**config.mk**
```make
export PLATFORM = sky130hd
export DESIGN_NAME = temperature_rate_of_rise_alarm_unit
export DESIGN_NICKNAME = d
export VERILOG_FILES = /design/src/sv/trra_pkg.sv /design/src/sv/trra_cell.sv /design/src/sv/temperature_rate_of_rise_alarm_unit.sv
export VERILOG_INCLUDE_DIRS = /design/src /design/src/sv
export SDC_FILE = /design/constraint.sdc
export NUM_CORES = 1
export LEC_CHECK = 0
export BUFFER_PORTS_ARGS = -buffer_cell sky130_fd_sc_hd__buf_4
export CAP_MARGIN = 20
export CORE_MARGIN = 2
export CORE_UTILIZATION = 65
export CTS_BUF_LIST = sky130_fd_sc_hd__clkbuf_8
export DETAILED_ROUTE_END_ITERATION = 8
export PLACE_DENSITY = 0.95
export SYNTH_ARGS = -nofsm -noshare
export SYNTH_HDL_FRONTEND = slang
export SYNTH_SLANG_ARGS = --single-unit
export TNS_END_PERCENT = 50
```
**constraint.sdc**
```tcl
create_clock -name clk_i -period 11.31 [get_ports clk_i]
set_input_delay 1.131 -clock clk_i [delete_from_list [all_inputs] [get_ports clk_i]]
set_output_delay 1.131 -clock clk_i [all_outputs]
set_load 0.01 [all_outputs]
```
**src/sv/temperature_rate_of_rise_alarm_unit_assert.svh**
```systemverilog
// Assertion macros for the temperature rate-of-rise alarm unit.
// Depends on nothing; the including module supplies clk_i and rst_ni.
`ifndef TEMPERATURE_RATE_OF_RISE_ALARM_UNIT_ASSERT_SVH
`define TEMPERATURE_RATE_OF_RISE_ALARM_UNIT_ASSERT_SVH

// Property checked on every rising clock edge outside reset.
`define TRRA_ASSERT(lbl, prop, msg) \
  lbl: assert property (@(posedge clk_i) disable iff (!rst_ni) (prop)) else $error(msg);

// Property checked on every rising clock edge, reset included.
`define TRRA_ASSERT_ALWAYS(lbl, prop, msg) \
  lbl: assert property (@(posedge clk_i) (prop)) else $error(msg);

`endif

```
**src/sv/trra_pkg.sv**
```systemverilog
// Package of the temperature rate-of-rise alarm unit: types and constants.
// Used by the history cell and the top level; depends on nothing.
`default_nettype none

package trra_pkg;

  // A temperature in signed 1/16 degree units.
  typedef logic signed [11:0] temp_t;

  typedef enum logic [1:0] {
    OP_TICK    = 2'd0,
    OP_ENABLE  = 2'd1,
    OP_DISABLE = 2'd2,
    OP_RSVD    = 2'd3
  } op_e;

  // Controls handed from the top level to every history cell.
  typedef struct packed {
    logic fill;
    logic shift;
  } cell_ctl_t;

  // Sensor sentinel readings: 85.0 and -127.0 degrees.
  localparam temp_t SENT_HOT  = 12'sd1360;
  localparam temp_t SENT_COLD = -12'sd2032;

  // Register reset values.
  localparam logic [7:0] INTERVAL_RST  = 8'd50;
  localparam logic [7:0] THRESHOLD_RST = 8'd16;

  // Register index as decoded from paddr bit 2.
  localparam logic REG_INTERVAL  = 1'b0;
  localparam logic REG_THRESHOLD = 1'b1;

endpackage

`default_nettype wire

```
**src/sv/trra_cell.sv**
```systemverilog
// One history cell: holds a single temperature entry of the history line.
// Depends on trra_pkg.
`default_nettype none

module trra_cell
  import trra_pkg::*;
(
  input  logic      clk_i,
  input  logic      rst_ni,
  input  cell_ctl_t ctl_i,
  input  temp_t     fill_i,
  input  temp_t     shift_i,
  output temp_t     value_o
);

  temp_t value_d, value_q;

  // A fill loads the sample; a shift takes the entry of the younger neighbor.
  always_comb begin
    value_d = value_q;
    if (ctl_i.fill) begin
      value_d = fill_i;
    end else if (ctl_i.shift) begin
      value_d = shift_i;
    end
  end

  always_ff @(posedge clk_i or negedge rst_ni) begin
    if (!rst_ni) begin
      value_q <= '0;
    end else begin
      value_q <= value_d;
    end
  end

  assign value_o = value_q;

endmodule

`default_nettype wire

```
**src/sv/temperature_rate_of_rise_alarm_unit.sv**
```systemverilog
// Top level of the temperature rate-of-rise alarm unit.
// Depends on trra_pkg, trra_cell and temperature_rate_of_rise_alarm_unit_assert.svh.
`default_nettype none

// The unit takes one item per clock: a tick, an enable or a disable, each with
// a temperature sample in signed 1/16 degree units, and returns exactly one
// result per item. Every item is finished in the cycle of its transfer, since
// the latch, the count, the rise compare and the history shift all happen in
// that single step, and the result is registered for the output. The sustained
// rate is one item per clock, set by the output register and its one-entry skid
// stage: the input only stalls when both hold results that the downstream side
// has not yet taken. The history is a row of HISTORY_DEPTH identical cells; on
// a check each cell takes the entry of its younger neighbor and the youngest
// cell takes the latched reading, so the oldest entry always sits in cell zero.
// There is no clearing pass after reset. The two registers (check interval at
// byte address 0, rise threshold at 4) are written through the APB-style port;
// the user must do this only while the unit is idle, which is not enforced.

module temperature_rate_of_rise_alarm_unit
  import trra_pkg::*;
#(
  parameter int unsigned HISTORY_DEPTH = 10
) (
  input  logic        clk_i,
  input  logic        rst_ni,
  // Item input channel
  input  logic        in_valid_i,
  output logic        in_stall_o,
  input  logic [1:0]  opcode_i,
  input  temp_t       sample_i,
  // Result output channel
  output logic        out_valid_o,
  input  logic        out_stall_i,
  output logic        alarm_o,
  output temp_t       latched_value_o,
  output logic        reading_ready_o,
  // Configuration port
  input  logic        psel,
  input  logic        penable,
  input  logic        pwrite,
  input  logic [2:0]  paddr,
  input  logic [31:0] pwdata,
  output logic [31:0] prdata,
  output logic        pready
);

  // ---------------------------------------------------------------------------
  // Configuration registers
  // ---------------------------------------------------------------------------
  logic [7:0] interval_q, threshold_q;
  logic       cfg_wr;

  assign pready = 1'b1;
  assign cfg_wr = psel & penable & pwrite & pready;

  always_ff @(posedge clk_i or negedge rst_ni) begin
    if (!rst_ni) begin
      interval_q  <= INTERVAL_RST;
      threshold_q <= THRESHOLD_RST;
    end else if (cfg_wr) begin
      unique case (paddr[2])
        REG_INTERVAL:  interval_q  <= pwdata[7:0];
        REG_THRESHOLD: threshold_q <= pwdata[7:0];
        default: ;
      endcase
    end
  end

  always_comb begin
    unique case (paddr[2])
      REG_INTERVAL:  prdata = {24'd0, interval_q};
      REG_THRESHOLD: prdata = {24'd0, threshold_q};
      default:       prdata = '0;
    endcase
  end

  // ---------------------------------------------------------------------------
  // Handshake: output register plus one skid entry
  // ---------------------------------------------------------------------------
  logic in_acc, out_take;
  logic out_valid_q, skid_valid_q;

  assign in_stall_o = skid_valid_q;
  assign in_acc     = in_valid_i & ~skid_valid_q;
  assign out_take   = out_valid_q & ~out_stall_i;

  // ---------------------------------------------------------------------------
  // Control state and next-state logic
  // ---------------------------------------------------------------------------
  logic       enabled_d, enabled_q;
  logic       ready_d, ready_q;
  logic [7:0] count_d, count_q;
  logic [7:0] count_inc;
  temp_t      held_d, held_q;
  cell_ctl_t  cell_ctl;
  logic       check_fire;
  logic       res_alarm, res_ready;
  op_e        op;

  temp_t             hist_w [HISTORY_DEPTH];
  logic signed [13:0] rise_limit, held_ext;

  assign op        = op_e'(opcode_i);
  assign count_inc = count_q + 8'd1;

  // Oldest entry plus the allowed rise, compared exactly against the reading.
  assign rise_limit = $signed({{2{hist_w[0][11]}}, hist_w[0]}) + $signed({6'd0, threshold_q});
  assign held_ext   = $signed({{2{held_d[11]}}, held_d});

  always_comb begin
    enabled_d  = enabled_q;
    ready_d    = ready_q;
    count_d    = count_q;
    held_d     = held_q;
    cell_ctl   = '0;
    check_fire = 1'b0;
    res_alarm  = 1'b0;
    res_ready  = ready_q;
    if (in_acc) begin
      unique case (op)
        OP_TICK: begin
          if (enabled_q) begin
            // The first reading of the interval that is not a sentinel is held.
            if (!ready_q && sample_i != SENT_HOT && sample_i != SENT_COLD) begin
              held_d  = sample_i;
              ready_d = 1'b1;
            end
            res_ready = ready_d;
            if (count_inc >= interval_q) begin
              check_fire     = 1'b1;
              res_alarm      = rise_limit < held_ext;
              cell_ctl.shift = 1'b1;
              count_d        = '0;
              ready_d        = 1'b0;
            end else begin
              count_d = count_inc;
            end
          end
        end
        OP_ENABLE: begin
          // Enabling from the disabled state seeds the whole history.
          if (!enabled_q) begin
            cell_ctl.fill = 1'b1;
            held_d        = sample_i;
            count_d       = '0;
            enabled_d     = 1'b1;
          end
        end
        OP_DISABLE: begin
          enabled_d = 1'b0;
        end
        default: ;
      endcase
    end
  end

  always_ff @(posedge clk_i or negedge rst_ni) begin
    if (!rst_ni) begin
      enabled_q <= 1'b0;
      ready_q   <= 1'b0;
      count_q   <= '0;
      held_q    <= '0;
    end else begin
      enabled_q <= enabled_d;
      ready_q   <= ready_d;
      count_q   <= count_d;
      held_q    <= held_d;
    end
  end

  // ---------------------------------------------------------------------------
  // History line: a chain of cells, cell zero holds the oldest entry
  // ---------------------------------------------------------------------------
  for (genvar g = 0; g < HISTORY_DEPTH; g++) begin : g_cell
    temp_t chain_in;
    if (g == HISTORY_DEPTH - 1) begin : g_tail
      assign chain_in = held_d;
    end else begin : g_link
      assign chain_in = hist_w[g + 1];
    end
    trra_cell u_cell (
      .clk_i   (clk_i),
      .rst_ni  (rst_ni),
      .ctl_i   (cell_ctl),
      .fill_i  (sample_i),
      .shift_i (chain_in),
      .value_o (hist_w[g])
    );
  end

  // ---------------------------------------------------------------------------
  // Result registers
  // ---------------------------------------------------------------------------
  logic  out_alarm_q, out_ready_q, skid_alarm_q, skid_ready_q;
  temp_t out_value_q, skid_value_q;

  always_ff @(posedge clk_i or negedge rst_ni) begin
    if (!rst_ni) begin
      out_valid_q  <= 1'b0;
      skid_valid_q <= 1'b0;
    end else begin
      if (in_acc) begin
        if (!out_valid_q || out_take) begin
          out_valid_q <= 1'b1;
        end else begin
          skid_valid_q <= 1'b1;
        end
      end else if (out_take) begin
        if (skid_valid_q) begin
          skid_valid_q <= 1'b0;
        end else begin
          out_valid_q <= 1'b0;
        end
      end
    end
  end

  // Payload registers carry no reset.
  always_ff @(posedge clk_i) begin
    if (in_acc) begin
      if (!out_valid_q || out_take) begin
        out_alarm_q <= res_alarm;
        out_value_q <= held_d;
        out_ready_q <= res_ready;
      end else begin
        skid_alarm_q <= res_alarm;
        skid_value_q <= held_d;
        skid_ready_q <= res_ready;
      end
    end else if (out_take && skid_valid_q) begin
      out_alarm_q <= skid_alarm_q;
      out_value_q <= skid_value_q;
      out_ready_q <= skid_ready_q;
    end
  end

  assign out_valid_o     = out_valid_q;
  assign alarm_o         = out_alarm_q;
  assign latched_value_o = out_value_q;
  assign reading_ready_o = out_ready_q;

  // ---------------------------------------------------------------------------
  // Assertions
  // ---------------------------------------------------------------------------
`include "temperature_rate_of_rise_alarm_unit_assert.svh"

  // Checked during reset too; reset itself satisfies it, so flops that are
  // still unknown before the first reset edge cannot trip it.
  `TRRA_ASSERT_ALWAYS(a_skid_behind_out,
                      !rst_ni || !skid_valid_q || out_valid_q,
                      "skid entry without output entry")
  `TRRA_ASSERT(a_alarm_only_on_tick,
               !res_alarm || (in_acc && enabled_q && op == OP_TICK),
               "alarm outside an enabled tick")
  `TRRA_ASSERT(a_check_clears,
               (in_acc && check_fire) |=> (count_q == 8'd0 && !ready_q),
               "check did not clear count and flag")
  `TRRA_ASSERT(a_count_idle,
               (!enabled_q && !(in_acc && op == OP_ENABLE)) |=> $stable(count_q),
               "count moved while disabled")

endmodule

`default_nettype wire

```
==> flow_summary.json <==
{
  "grt_pass1_wl_mm": 34.1,
  "cts_hold_buf": 0,
  "drtAntennaViolNets": 0,
  "dieArea_um2": 14900,
  "ir_drop_uv": 137,
  "synth_most_common_cell": "nand2_1",
  "cellPowerDensity_nw_per_um2": 266,
  "cts_tree": "done",
  "drive_gt1_frac": 0.149,
  "synth_edf_count": 28,
  "start_util": 0.658,
  "path_cells": "buf_4 -> or4_1 -> a211oi_2 -> or2_2 -> o21ai_2 -> a32oi_2 -> ha_1 -> nand4_1 -> a31oi_1 -> a311oi_1 -> o21ai_0 -> o21ai_1 -> mux2_2 -> o41ai_2",
  "nets": 1035,
  "wire_per_inst_um": 18.8,
  "yosysSeqAreaShare": 0.537,
  "ys.flop_type": "dfrtp_1",
  "finClkSkew_ns": 0.0101,
  "whs_ns": 0.515,
  "firstDrtPassIters": 5,
  "io-pin-count": 105,
  "synth_common_cells": "nand2_1 (271), dfrtp_1 (156), a31oi_1 (121)",
  "max_stage_delay_ns": 0.58,
  "die_w_um": 122,
  "die_y_um": 122,
  "slew_viol_final": 0,
  "crit_path_max_fanout": 11,
  "coreArea_um2": 13700,
  "r2r-start": "threshold_q[0]",
  "fin_crit_sh": 0.424,
  "synthArstFlopShare": 0.851,
  "grt_pass1_vias": 6753,
  "n_antenna_cell": 0,
  "ys_seq_elements": 188,
  "critPathKind": "input pin to flip-flop",
  "yosysWarnings": 0,
  "maxSlewHeadroom": 0.225,
  "p_leak_nw": 4.43,
  "vias": 7174,
  "drc_errors": 0,
  "crit_end": "alarm_o",
  "vias_per_cell": 6.30,
  "clk_pin_slew_ns": 0.09,
  "post_cts_resized": 0,
  "antenna_found_initial": 0,
  "setup_violations": 0,
  "r2r_end": "alarm_o",
  "drv_cap": 0,
  "startpoint_type": "input pin",
  "wl_mm": 21.4,
  "grt_max_degree": 121,
  "cp.required_ns": 11.60,
  "cpMaxStageDelayCell": "or4_1",
  "postCtsSetupBuffers": 0,
  "yosysTopAreaCell": "dfrtp_1",
  "r2r_slack_ns": 6.77,
  "reg2regPathDepth": 16,
  "tns_ns": 0,
  "grt_usage": 0.299,
  "worstPathArrival_ns": 5.08,
  "port_buffers": 53,
  "cp_num_buf_inv": 1,
  "grt_setup_unrepaired": "no",
  "syn_avg_cell_area_um2": 9.84,
  "post_synth_num_cell_types": 58,
  "yosysTopAreaCellShare": 0.432,
  "gp_congestion": 0.908,
  "syn_area_um2": 9030,
  "worst_slew_pin_slew_ns": 1.16,
  "detail_route.iter0.violations": 1059,
  "clock_latency_ns": 0.49,
  "cts_buffers": 17,
  "critPathLaunch": "sample_i[5]",
  "area_delta_synth_final_pct": 9.36,
  "cp_num_cells": 14,
  "path_delay_family": "compound AO/OA/AOI/OAI gates",
  "grt_overflow_total": 0,
  "end_kind": "flip-flop",
  "hold_viol_final": 0,
  "place.detailed.hpwl_mm": 13.2,
  "cts_root_buffer": "clkbuf_8",
  "clock.fmax_mhz": 209,
  "synthTopCellsByArea": "dfrtp_1 (43%), nand2_1 (11%), edfxtp_1 (9.3%)",
  "clockBufferDepth": 2,
  "hold_path_class": "flip-flop to flip-flop",
  "fin_crit_ns": 4.79,
  "cts.sink_count": 188,
  "cts-htree-levels": 4,
  "status": "finished, final reports clean",
  "rows": 43,
  "netlist_instances": 918
}
[cells by family (layout without fill, tap and decap cells)]
| kind of cell | count (synthesis) | count (layout) | share of synthesized area |
|---|---|---|---|
| and+or+nand+nor | 346 | 346 | 0.159 |
| AOI/OAI and AO/OA | 210 | 210 | 0.160 |
| DFF | 188 | 188 | 0.537 |
| buffers and inverters | 103 | 121 | 0.0565 |
| adders and majority gates | 33 | 33 | 0.0465 |
| muxes | 20 | 20 | 0.0247 |
| xor gates and xnor gates | 16 | 16 | 0.0155 |
| other | 2 | 25 | 0.000831 |
[stage by stage]
stage | area [um^2] | power [mW] | util | std cells | setup slack, ns
floorplan | 9120 | 1.81 | - | 941 | 7.02
global placement | 9430 | 2.01 | 0.687 | 1106 | 6.44
detailed placement | 9430 | 2.09 | 0.687 | 1106 | 6.21
CTS | 9850 | 2.60 | 0.718 | 1138 | 6.62
global route | 9880 | 2.78 | 0.720 | 1139 | 6.38
finish | 9880 | 2.62 | 0.720 | 1139 | 6.52
[state kept, by name (all words and copies together) (netlist names)]
signal                 cells
threshold_q                8
skid_alarm_q               1
skid_value_q              12
held_q                    12
latched_value_o           12
enabled_q                  1
reading_ready_o            1
count_q                    8
skid_ready_q               1
in_stall_o                 1
alarm_o                    1
interval_q                 8
ready_q                    1
out_valid_o                1
g_cell.u_cell.value_o    120
[worst min path at each step]
stage	startpoint	end	slack, ns	cells after the start
CTS	interval_q[2]	interval_q[2]	0.52	1
global route	interval_q[2]	interval_q[2]	0.53	1
finish	interval_q[2]	interval_q[2]	0.52	1
global placement	interval_q[6]	interval_q[6]	0.49	1
detailed placement	interval_q[6]	interval_q[6]	0.50	1
floorplan	interval_q[2]	interval_q[2]	0.48	1
[layout make-up]
cell class	instances	area, um^2
Sequential cell	188	4850
Clock inverter	14	178
Multi-Input combinational cell	650	3790
Fill cell	847	3840
Tap cell	180	225
Timing Repair Buffer	62	489
Clock buffer	18	248
Inverter	27	101
[cells in the final DEF, fill, tap and decap left out, types with 5 or more instances in the layout]
| master | count |
|---|---|
| a31oi_1 | 121 |
| nand2b_1 | 15 |
| nand2_1 | 270 |
| xnor2_1 | 11 |
| mux2_2 | 18 |
| nand3_1 | 8 |
| nor2_1 | 28 |
| a21o_1 | 5 |
| a21oi_1 | 13 |
| edfxtp_1 | 28 |
| xor2_1 | 5 |
| conb_1 | 25 |
| inv_2 | 10 |
| clkbuf_8 | 18 |
| buf_4 | 60 |
| a32oi_2 | 9 |
| a32o_1 | 5 |
| inv_1 | 19 |
| dfrtp_1 | 156 |
| ha_1 | 32 |
| o21ai_0 | 28 |
[report_power, final]
group	switching, mW	leakage, nW	internal (mW)
combinational	0.545	2.10	0.413
clock	0.235	0.214	0.243
sequential	0.187	2.11	1.00
[per-layer routing]
metal / share of wire / global-route usage / vias up / wire, um
met3: 0.080 / 0.0735 / 87 / 1720
met2: 0.49 / 0.480 / 396 / 10500
li1: - / - / 3217 / -
met4: 0.044 / 0.154 / 0 / 947
met5: 0 / 0 / - / 0
met1: 0.38 / 0.378 / 3474 / 8200
Note: power is estimated with default switching activity, not from simulation.
